### src/hw/rtl/mmba_pkg.sv
package mmba_pkg;

   localparam int ADDR_W        = 64;
   localparam int KIND_W        = 32;
   localparam int ATTR_W        = 32;
   localparam int OPCODE_W      = 2;
   localparam int ENTRY_IDX_W   = 5;
   localparam int COUNT_W       = 6;
   localparam int CSR_DATA_W    = 64;
   localparam int CSR_INDEX_W   = 1;
   localparam int MAP_DEPTH_DEFAULT = 32;

   // map entry as stored in RAM: {usable, length, base}
   localparam int ENTRY_W = 2 * ADDR_W + 1;

   localparam logic [ADDR_W-1:0] PAGE_SIZE   = 64'h1000;
   localparam logic [ADDR_W-1:0] ALLOC_ALIGN = 64'd64;
   localparam logic [KIND_W-1:0] KIND_USABLE = 32'd1;

   typedef enum logic [OPCODE_W-1:0] {
      OP_WRITE_ENTRY = 2'd0,
      OP_INIT_PTR    = 2'd1,
      OP_ALLOC       = 2'd2
   } opcode_type;

   typedef enum logic [CSR_INDEX_W-1:0] {
      CSR_KERNEL_END  = 1'd0,
      CSR_ENTRY_COUNT = 1'd1
   } csr_index_type;

   typedef enum logic [2:0] {
      ST_IDLE   = 3'b001,
      ST_SCAN   = 3'b010,
      ST_RESULT = 3'b100
   } state_type;

   typedef struct packed {
      logic wr_entry;   // store a map entry
      logic init_ptr;   // load pointer from kernel end
      logic latch_req;  // capture rounded size and scan limit
      logic rd_en;      // read one map entry
      logic eval;       // read data valid, test the entry
      logic commit;     // load output word, advance pointer on grant
   } cmd_type;

   typedef struct packed {
      logic hit;        // entry under test can hold the block
   } status_type;

endpackage

### src/hw/rtl/mmba_ctrl.sv
module mmba_ctrl #(
   parameter int MAP_DEPTH = mmba_pkg::MAP_DEPTH_DEFAULT,
   localparam int AW = (MAP_DEPTH > 1) ? $clog2(MAP_DEPTH) : 1,
   localparam int CW = $clog2(MAP_DEPTH + 1)
) (
   input  logic                          clock,
   input  logic                          reset,
   input  logic                          req_valid,
   output logic                          req_ready,
   input  logic [mmba_pkg::OPCODE_W-1:0] req_opcode,
   output logic                          rsp_valid,
   input  logic                          rsp_ready,
   input  logic [CW-1:0]                 scan_limit,
   input  mmba_pkg::status_type          status,
   output mmba_pkg::cmd_type             cmd,
   output logic [AW-1:0]                 rd_addr
);

   mmba_pkg::state_type state_ff, state_in;
   logic [CW-1:0]       idx_ff, idx_in;
   logic                rd_valid_ff, rd_valid_in;
   logic                rsp_valid_ff, rsp_valid_in;
   logic                accept;
   logic                more;

   assign req_ready = (state_ff == mmba_pkg::ST_IDLE);
   assign accept    = req_valid && req_ready;
   assign more      = (idx_ff < scan_limit);
   assign rd_addr   = idx_ff[AW-1:0];
   assign rsp_valid = rsp_valid_ff;

   always_comb begin
      cmd          = '0;
      state_in     = state_ff;
      idx_in       = idx_ff;
      rd_valid_in  = 1'b0;
      rsp_valid_in = rsp_ready ? 1'b0 : rsp_valid_ff;

      case (state_ff)
         mmba_pkg::ST_IDLE: begin
            if (accept) begin
               case (req_opcode)
                  mmba_pkg::OP_WRITE_ENTRY: cmd.wr_entry = 1'b1;
                  mmba_pkg::OP_INIT_PTR:    cmd.init_ptr = 1'b1;
                  mmba_pkg::OP_ALLOC: begin
                     cmd.latch_req = 1'b1;
                     idx_in        = '0;
                     state_in      = mmba_pkg::ST_SCAN;
                  end
                  default: ;
               endcase
            end
         end
         mmba_pkg::ST_SCAN: begin
            cmd.rd_en   = more;
            cmd.eval    = rd_valid_ff;
            rd_valid_in = more;
            if (more) begin
               idx_in = idx_ff + CW'(1);
            end
            if (rd_valid_ff && status.hit) begin
               state_in = mmba_pkg::ST_RESULT;
            end else if (!more && !rd_valid_ff) begin
               state_in = mmba_pkg::ST_RESULT;
            end
         end
         mmba_pkg::ST_RESULT: begin
            if (!rsp_valid_ff || rsp_ready) begin
               cmd.commit   = 1'b1;
               rsp_valid_in = 1'b1;
               state_in     = mmba_pkg::ST_IDLE;
            end
         end
         default: begin
            state_in = mmba_pkg::ST_IDLE;
         end
      endcase
   end

   always_ff @(posedge clock) begin
      if (reset) begin
         state_ff     <= mmba_pkg::ST_IDLE;
         idx_ff       <= '0;
         rd_valid_ff  <= 1'b0;
         rsp_valid_ff <= 1'b0;
      end else begin
         state_ff     <= state_in;
         idx_ff       <= idx_in;
         rd_valid_ff  <= rd_valid_in;
         rsp_valid_ff <= rsp_valid_in;
      end
   end

endmodule

### config.mk
export PLATFORM = sky130hd
export DESIGN_NAME = mmba_ctrl
export DESIGN_NICKNAME = d
export VERILOG_FILES = /design/src/hw/rtl/mmba_pkg.sv /design/src/hw/rtl/mmba_ctrl.sv
export SDC_FILE = /design/constraint.sdc
export NUM_CORES = 1
export LEC_CHECK = 0
export BUFFER_PORTS_ARGS = -buffer_cell sky130_fd_sc_hd__buf_4
export CORE_MARGIN = 2
export CORE_UTILIZATION = 52
export DETAILED_ROUTE_END_ITERATION = 8
export PLACE_DENSITY = 0.93
export REMOVE_ABC_BUFFERS = 1
export SYNTH_ARGS = -nofsm -noshare
export SYNTH_HDL_FRONTEND = slang
export SYNTH_SLANG_ARGS = --single-unit
### constraint.sdc
create_clock -name clock -period 3.6 [get_ports clock]
set_input_delay 0.72 -clock clock [delete_from_list [all_inputs] [get_ports clock]]
set_output_delay 0.72 -clock clock [all_outputs]
set_load 0.02 [all_outputs]
==> results of run 1 <==
[layout make-up]
| class | instances | share of cell area |
|---|---|---|
| clock buffers | 4 | 0.02774 |
| inverters | 11 | 0.04359 |
| multi-input cells | 65 | 0.4782 |
| flip-flops and latches | 11 | 0.2325 |
| well taps | 15 | 0.01982 |
| repair buffers | 25 | 0.1982 |
[how the worst max path moves through the flow]
stage / from / to / slack (ns)
floorplan: scan_limit[5] / cmd[2] / 1.25
global placement: scan_limit[5] / cmd[2] / 1.10
detailed placement: scan_limit[5] / cmd[2] / 1.06
CTS: scan_limit[5] / cmd[2] / 1.06
global route: scan_limit[3] / cmd[2] / 0.96
finish: scan_limit[5] / cmd[2] / 1.06
[tightest hold or removal path: cells and delay by family, from the launching register on]
family,cells,cell delay [ns]
and+or+nand+nor,1,0.09
DFF,1,0.32
AOI/OAI and AO/OA,1,0.07
[kinds of logic (layout without fill, tap and decap cells)]
family                     count (synthesis)  count (layout)
DFF                                       11              11
adders and majority gates                  6               6
and+or+nand+nor                           36              36
muxes                                      3               3
xor gates and xnor gates                   5               5
AOI/OAI and AO/OA                         15              15
buffers and inverters                     17              40
[state kept, by name, indices dropped and copies added, names as in the netlist]
register / count
state_ff: 3
rsp_valid: 1
rd_valid_ff: 1
idx_ff: 6
[Yosys cell counts (all sizes together), types with 2 or more instances]
cell / instances / area, um^2
a21oi: 8 / 51.30
buf: 5 / 37.54
dfxtp: 11 / 220.2
ha: 6 / 75.07
inv: 11 / 41.29
mux2i: 2 / 20.02
nand2: 6 / 22.52
nand2b: 3 / 18.77
nand3: 3 / 20.02
nor2: 14 / 52.55
nor3: 2 / 10.01
o21ai: 2 / 10.01
xnor2: 5 / 43.79
[stage by stage]
| stage | hold slack (ns) | power, W | setup WS (ns) | util |
|---|---|---|---|---|
| after floorplan | 0.5055 | 0.0002307 | 1.250 | - |
| after global placement | 0.4866 | 0.0002702 | 1.101 | 0.6904 |
| after detailed placement | 0.5106 | 0.0002768 | 1.064 | 0.6904 |
| after CTS | 0.5185 | 0.0003619 | 1.058 | 0.7101 |
| after global routing | 0.5569 | 0.0003810 | 0.9603 | 0.7101 |
| final | 0.5152 | 0.0003587 | 1.064 | 0.7101 |
[power groups by stage]
stage | clock network [W] | registers, W | logic [W]
3_3_place_gp | 0 | 0.000149 | 0.000122
3_5_place_dp | 0 | 0.000151 | 0.000126
5_1_grt | 0.0000917 | 0.000150 | 0.000140
6_report | 0.0000856 | 0.000148 | 0.000125
4_1_cts | 0.0000874 | 0.000148 | 0.000127
2_1_floorplan | 0 | 0.000149 | 0.0000818
[cells in the final DEF (no fill, tap or decap), drive strengths merged]
master   n
nand3b   1
ha       6
and3     1
nor4b    1
mux2i    2
inv     11
a21oi    8
nand2b   3
a21boi   1
or2      1
o211ai   1
mux2     1
nor4bb   1
nor2    14
nor3b    1
nand3    3
nand2    6
xnor2    5
nor3     2
buf     25
clkbuf   4
o21ai    2
nand4    1
dfxtp   11
and2     1
o21bai   1
a31oi    1
o22a     1
[metal layers]
| metal | up-vias | track usage |
|---|---|---|
| li1 | 353 | - |
| met1 | 299 | 0.2211 |
| met2 | 22 | 0.3500 |
| met3 | 4 | 0.02586 |
| met4 | 0 | 0.1125 |
| met5 | - | 0 |
==> impl_metrics.tcl, run 1 <==
set metrics [dict create \
    ys.flop_type "dfxtp_1" \
    insertedDiodeCount 0 \
    hold_path.class "reg2reg" \
    rsz0062_at_grt "false" \
    setup_viol 0 \
    maxSlewHeadroom 0.7960 \
    worstSkewPairLatency_ns 0.27 \
    clk_pin_slew_ns 0.07 \
    arrival_ns 1.82 \
    htree_levels 1 \
    dr_wl_met3_um 97 \
    r2r-end "idx_ff[5]" \
    period_needed_ns 2.536 \
    comb_power_share 0.350 \
    hold_depth 2 \
    worst_pin_slew_ns 0.3018 \
    critPathTopFamily "compound AO/OA/AOI/OAI gates" \
    r2r-start "idx_ff[3]" \
    rows 13 \
    p_sw_w 0.0001255 \
    routedWlPerCell_um 12.12 \
    p_per_area_nw_per_um2 378.7 \
    yosys.area_share.simple 0.2483 \
    finalMaxSlewViolations 0 \
    post-cts-setup-buffers 0 \
    cap_violations 0 \
    criticalPathCategory "in2out" \
    setup.worst_path.end_class "output port" \
    design_area_um2 947.2 \
    synth_cells 93 \
    dpl_cell_area_um2 920.9 \
    synth_compound_area_frac 0.1474 \
    postRouteAntennaNets 0 \
    final_hold_viol_count 0 \
    drcViolationCount 0 \
    internal-power_w 0.0002332 \
    nets 136 \
    setup_tns_ns 0 \
    ir_worst_vdd_mv 0.2228 \
    synth_xor_xnor_area_share 0.05795 \
    multiInputGateArea_um2 452.9 \
    drt_first_pass_iters 4 \
    drt-total-wl_mm 1.588 \
    start_kind "input pin" \
    status "finished clean" \
    synthArstFlopShare 0 \
    clock-sinks 11 \
    max_freq_ghz 0.3944 \
    syn_area_um2 755.7 \
    reg2reg_depth 7 \
    synth-edff-count 0 \
    placedCellCount 127 \
    hold_start "rsp_valid" \
    grt_usage 0.1961 \
    core_um2 1334 \
    finalNonFillerCells 131 \
    cp.required_ns 2.88 \
    grt_pass1_vias 628 \
    synth_mux_area_frac 0.04636 \
    max_stage_delay_ns 0.32 \
    yosys_register_bits 11 \
    crit_cells 8 \
    worstHoldEndpoint "rsp_valid" \
    synth_seq_area_share 0.2914 \
    cts_root_buffer "clkbuf_4" \
    drtIter0Drc 4 \
    die_x_um 42.12 \
    p_seq_frac 0.411 \
    crit_chain "buf_4, inv_1, ha_1, a21oi_1, o211ai_1, o21bai_4, inv_1, buf_4" \
    dp_hpwl_mm 1.294 \
    avgSynthCellArea_um2 8.126 \
    ff2ff_setup_slack_ns 1.73 \
    grt_pass1_wl_mm 2.642 \
    antenna_found_initial 0 \
    ys_types 30 \
    gr-total-overflow 0 \
    worstPathMaxFanout 8 \
    grt_max_degree 9 \
    cts_hold_buf 0 \
    place_congestion 0.7722 \
    initial_core_util 0.5666 \
    drive_gt1_frac 0.2931 \
    synth_top_family_by_area "simple AND/OR/NAND/NOR gates" \
    io_buffer_count 25 \
    fin_crit_sh 0.7043 \
    yosys_warnings 0 \
    ios 26 \
    crit_path_top_delay_cell "ha_1" \
    dieArea_um2 1774 \
    highest_layer "met4" \
    viasPerCell 5.176 \
    synthAdderAreaFrac 0.09934 \
    cts_buffers 3 \
    die_h_um 42.12 \
    cts_buffer_depth 2 \
    drt-met1-wl_um 685 \
    wl_met2_um 785 \
    num_vias 678 \
    n_fill_cell 116 \
    path_buf_inv 4 \
    layout-area-overhead-vs-synth_pct 25.33 \
    p_leak_nw 0.4617 \
    p_clk_frac 0.239 \
    cts-resized-gates 0 \
    cts_tree "done" \
    p_sw_frac 0.3498 \
    skew_ns 0.0005990 \
    ff_latch_area_um2 220.2 \
]
(Power assumes the default switching activity.)
==> inputs of run 2 (changes only) <==
--- a/config.mk
+++ b/config.mk
@@ -7,9 +7,9 @@
 export LEC_CHECK = 0
 export BUFFER_PORTS_ARGS = -buffer_cell sky130_fd_sc_hd__buf_4
 export CORE_MARGIN = 2
-export CORE_UTILIZATION = 52
+export CORE_UTILIZATION = 48
 export DETAILED_ROUTE_END_ITERATION = 8
-export PLACE_DENSITY = 0.93
+export PLACE_DENSITY = 0.88
 export REMOVE_ABC_BUFFERS = 1
 export SYNTH_ARGS = -nofsm -noshare
 export SYNTH_HDL_FRONTEND = slang
==> constraint.sdc (replaced) <==
create_clock -name clock -period 2.6 [get_ports clock]
set_input_delay 0.52 -clock clock [delete_from_list [all_inputs] [get_ports clock]]
set_output_delay 0.52 -clock clock [all_outputs]
set_load 0.02 [all_outputs]
==> run 2 against run 1 <==
Against the previous run:
- clock power is 40% higher
- wire length shrank 0.44%
- global-route usage fell by 0.54 points
- flip-flop and latch count unchanged
- first-iteration DRC count increased by 75%
- clock skew up 0.0033 ns
- combinational power up 38%
- largest cell class unchanged
- total power rose by 38%
==> impl_metrics.tcl, run 2 (synthesized netlist as in run 1, its figures left out) <==
set metrics [dict create \
    maxSlewHeadroom 0.8178 \
    insertedDiodeCount 0 \
    cts_tree "done" \
    drcViolationCount 0 \
    worstSkewPairLatency_ns 0.28 \
    grt_pass1_wl_mm 2.615 \
    hold_path.class "in2reg" \
    place_congestion 0.7932 \
    power_w 0.0004965 \
    io_buffer_count 25 \
    die_h_um 43.68 \
    top_usage_layer "met2" \
    setup.worst_path.end_class "output port" \
    antenna_found_initial 0 \
    htree_levels 1 \
    layout-area-overhead-vs-synth_pct 25.50 \
    drt-total-wl_mm 1.581 \
    core_um2 1489 \
    num_vias 674 \
    grt_max_degree 9 \
    cap_violations 0 \
    fin_crit_sh 0.8334 \
    clock-sinks 11 \
    cts_root_buffer "clkbuf_4" \
    cts_buffers 3 \
    placedCellCount 128 \
    skew_ns 0.003902 \
    period_needed_ns 2.167 \
    n_fill_cell 127 \
    post-cts-setup-buffers 0 \
    viasPerCell 5.106 \
    cp.required_ns 2.08 \
    worst_pin_slew_ns 0.2704 \
    status "finished clean" \
    gr-total-overflow 0 \
    clk_pin_slew_ns 0.07 \
    use_met3 0.04167 \
    postRouteAntennaNets 0 \
    worstPathMaxFanout 8 \
    grt_util_met1 0.2135 \
    nets 136 \
    criticalPathCategory "reg2out" \
    die_x_um 43.68 \
    drtIter0Drc 7 \
    arrival_ns 1.65 \
    dp_hpwl_mm 1.233 \
    regMostFlops "idx_ff" \
    max_freq_ghz 0.4615 \
    ios 26 \
    ir_worst_vdd_mv 0.3477 \
    drive_gt1_frac 0.2931 \
    cts_hold_buf 0 \
    initial_core_util 0.5076 \
    cts_buffer_depth 2 \
    p_leak_nw 0.4617 \
    cts-resized-gates 0 \
    start_kind "flip-flop" \
    rsz0062_at_grt "false" \
    setup_viol 0 \
    rows 14 \
    routedWlPerCell_um 11.98 \
    dieArea_um2 1908 \
    use_met2 0.3147 \
    mostFrequentLayoutCell "buf_4" \
    most-common-layout-cells "buf_4 (25), nor2_1 (14), inv_1 (11), dfxtp_1 (11), a21oi_1 (7)" \
    setup_tns_ns 0 \
    finalMaxSlewViolations 0 \
    largest_register_ffs 6 \
    finalNonFillerCells 132 \
    grt_usage 0.1907 \
    top_regs "idx_ff: 6 flops, state_ff: 3 flops" \
    final_hold_viol_count 0 \
    p_per_area_nw_per_um2 523.5 \
    grt_pass1_vias 655 \
    drt_first_pass_iters 3 \
]
[run 2: cell counts in the layout (fill, tap and decap cells not counted)]
No cell type changed its count.
[run 2: path summary, 6_finish.rpt]
path,from,endpoint,slack [ns],cells after the start
setup / recovery,idx_ff[3],cmd[2],0.43,6
hold / removal,reset,state_ff[2],0.45,2
setup reg to reg,idx_ff[3],idx_ff[5],0.73,7
hold reg to reg,rsp_valid,rsp_valid,0.51,2
[run 2: metal layers]
layer  vias up  part of all wire
met2        22              0.47
li1        350                 -
met5         -                 0
met4         0             0.029
met3         5             0.061
met1       297              0.43
[run 2: worst max-delay path, stage by stage (launching register included)]
cell,delay [ns]
dfxtp_1,0.43
ha_1,0.29
a21oi_1,0.13
o211ai_1,0.10
o21bai_4,0.23
inv_1,0.07
buf_4,0.13
[run 2: cell type report]
type / count / area [um^2] / share of cell area
clock buffers: 4 / 26.28 / 0.02770
inverters: 11 / 41.29 / 0.04354
multi-input cells: 65 / 452.9 / 0.4776
flip-flops and latches: 11 / 220.2 / 0.2322
well taps: 16 / 20.02 / 0.02111
repair buffers: 25 / 187.7 / 0.1979
[run 2: report_power, final]
part           switching, W  internal (W)
Combinational     0.0000919     0.0000814
Sequential        0.0000215      0.000182
Clock             0.0000601     0.0000596
Total              0.000174      0.000323
[run 2: through the flow]
step                      instance area (um^2)  hold slack, ns  setup slack [ns]  utilization
final                                    948.4          0.4510            0.4331       0.6370
after floorplan                          714.4          0.5055            0.6504            -
after CTS                                948.4          0.4400            0.4156       0.6370
after detailed placement                 922.1          0.5099            0.4564       0.6193
after global routing                     948.4          0.4426            0.3266       0.6370
after global placement                   922.1          0.4903            0.4976       0.6193
==> inputs of run 3 (changes only) <==
==> constraint.sdc (replaced) <==
create_clock -name clock -period 2.15 [get_ports clock]
set_input_delay 0.43 -clock clock [delete_from_list [all_inputs] [get_ports clock]]
set_output_delay 0.43 -clock clock [all_outputs]
set_load 0.02 [all_outputs]
==> run 3 against run 2 <==
Against the previous run:
- wire length down 2.3%
- global-route usage down 1.1 points
- setup slack worse by 0.32 ns
- die area unchanged
- register-to-register slack worse by 0.40 ns
- core utilization up 0.084 points
- clock power up 20%
==> impl_metrics.tcl, run 3 (synthesized netlist as in run 1, its figures left out) <==
set metrics [dict create \
    ff2ff_setup_slack_ns 0.33 \
    rows 14 \
    clk_pin_slew_ns 0.08 \
    setup.worst_path.end_class "output port" \
    grt_pass1_wl_mm 2.608 \
    top_regs "idx_ff: 6 flops, state_ff: 3 flops" \
    final_hold_viol_count 0 \
    clock-sinks 11 \
    grt_pass1_vias 646 \
    rsz0062_at_grt "false" \
    multiInputGateArea_um2 452.9 \
    cts_root_buffer "clkbuf_4" \
    dp_hpwl_mm 1.246 \
    hold_depth 2 \
    worstHoldEndpoint "rd_valid_ff" \
    start_kind "flip-flop" \
    period_needed_ns 2.042 \
    p_leak_nw 0.4622 \
    worstSkewPairLatency_ns 0.27 \
    cts_buffer_depth 2 \
    io_buffer_count 25 \
    post-route-util 0.6378 \
    postRouteAntennaNets 0 \
    setup_viol 0 \
    drcViolationCount 0 \
    routedWlPerCell_um 11.70 \
    fin_crit_sh 0.9495 \
    insertedDiodeCount 0 \
    finalMaxSlewViolations 0 \
    antenna_found_initial 0 \
    ios 26 \
    reg2reg_depth 7 \
    drt-total-wl_mm 1.544 \
    p_per_area_nw_per_um2 629.5 \
    status "finished clean" \
    layout-area-overhead-vs-synth_pct 25.66 \
    ff_latch_area_um2 221.5 \
    place_congestion 0.7954 \
    cts_tree "done" \
    most-common-layout-cells "buf_4 (25), nor2_1 (14), inv_1 (11)" \
    htree_levels 1 \
    ir_worst_vdd_mv 0.3520 \
    max_freq_ghz 0.4898 \
    r2r-end "idx_ff[5]" \
    largest_register_ffs 6 \
    worstPathMaxFanout 8 \
    cap_violations 0 \
    worst_pin_slew_ns 0.2607 \
    num_vias 682 \
    hold_start "reset" \
    grt_max_degree 9 \
    viasPerCell 5.167 \
    core_um2 1489 \
    skew_ns 0.01033 \
    arrival_ns 1.61 \
    mostFrequentLayoutCell "buf_4" \
    cp.required_ns 1.72 \
    setup_tns_ns 0 \
    power_w 0.0005978 \
    die_x_um 43.68 \
    cts_buffers 3 \
    drt_first_pass_iters 4 \
    dieArea_um2 1908 \
    drive_gt1_frac 0.3017 \
    die_h_um 43.68 \
    drtIter0Drc 3 \
    regMostFlops "idx_ff" \
    criticalPathCategory "reg2out" \
    nets 136 \
    hold_path.class "in2reg" \
    initial_core_util 0.5076 \
    n_fill_cell 130 \
    gr-total-overflow 0 \
    r2r-start "idx_ff[5]" \
    grt_usage 0.1796 \
    maxSlewHeadroom 0.8237 \
]
## run 3: cell counts in the layout (fill, tap and decap cells not counted)
No cell type changed its count.
## run 3: worst max-delay path by stage
stage / end / cells past startpoint / from / slack (ns)
after detailed placement: idx_ff[5] / 9 / scan_limit[5] / 0.12
after CTS: cmd[2] / 6 / idx_ff[3] / 0.05
after global routing: cmd[2] / 6 / idx_ff[5] / 0.02
after global placement: idx_ff[5] / 9 / scan_limit[5] / 0.19
after floorplan: idx_ff[5] / 7 / idx_ff[3] / 0.25
final: cmd[2] / 6 / idx_ff[5] / 0.11
## run 3: per-stage QoR
| step | std cells | area (um^2) | setup slack, ns | hold WS (ns) |
|---|---|---|---|---|
| 2_1_floorplan | 87 | 714.4 | 0.2523 | 0.4991 |
| 3_3_place_gp | 128 | 922.1 | 0.1853 | 0.4885 |
| 3_5_place_dp | 128 | 922.1 | 0.1157 | 0.4908 |
| 4_1_cts | 132 | 948.4 | 0.05341 | 0.3707 |
| 5_1_grt | 132 | 949.7 | 0.02073 | 0.3708 |
| 6_report | 132 | 949.7 | 0.1085 | 0.3690 |
## run 3: layer usage
layer	up-vias	routed length (um)	track usage
met5	-	0	0
met4	0	18	0.05455
met3	4	99	0.02917
met2	23	767	0.3265
met1	304	658	0.2135
li1	351	-	-
## run 3: final cells by class
class / instances / share of cell area
Sequential cell: 11 / 0.2332
Multi-Input combinational cell: 65 / 0.4769
Clock buffer: 4 / 0.02767
Inverter: 11 / 0.04348
Timing Repair Buffer: 25 / 0.1976
Tap cell: 16 / 0.02108
## run 3: what timing repair did
action | in CTS | in global routing
hold buffers | 0 | 0
gates resized for setup | 0 | 1
endpoints found under the setup margin | 0 | 1
buffers inserted | 0 | 0
## run 3: worst max-delay path, stage by stage (launching register included)
cell      delay [ns]
dfxtp_1         0.39
ha_1            0.28
a21oi_1         0.14
o211ai_1        0.09
o21bai_4        0.23
inv_1           0.08
buf_4           0.13
## run 3: power by group
group,internal [W],leakage [nW],total [W],switching [W]
logic,0.0000984,0.358,0.000208,0.000110
clock network,0.0000717,0.0150,0.000144,0.0000722
registers,0.000220,0.0896,0.000246,0.0000256
total,0.000390,0.462,0.000598,0.000208
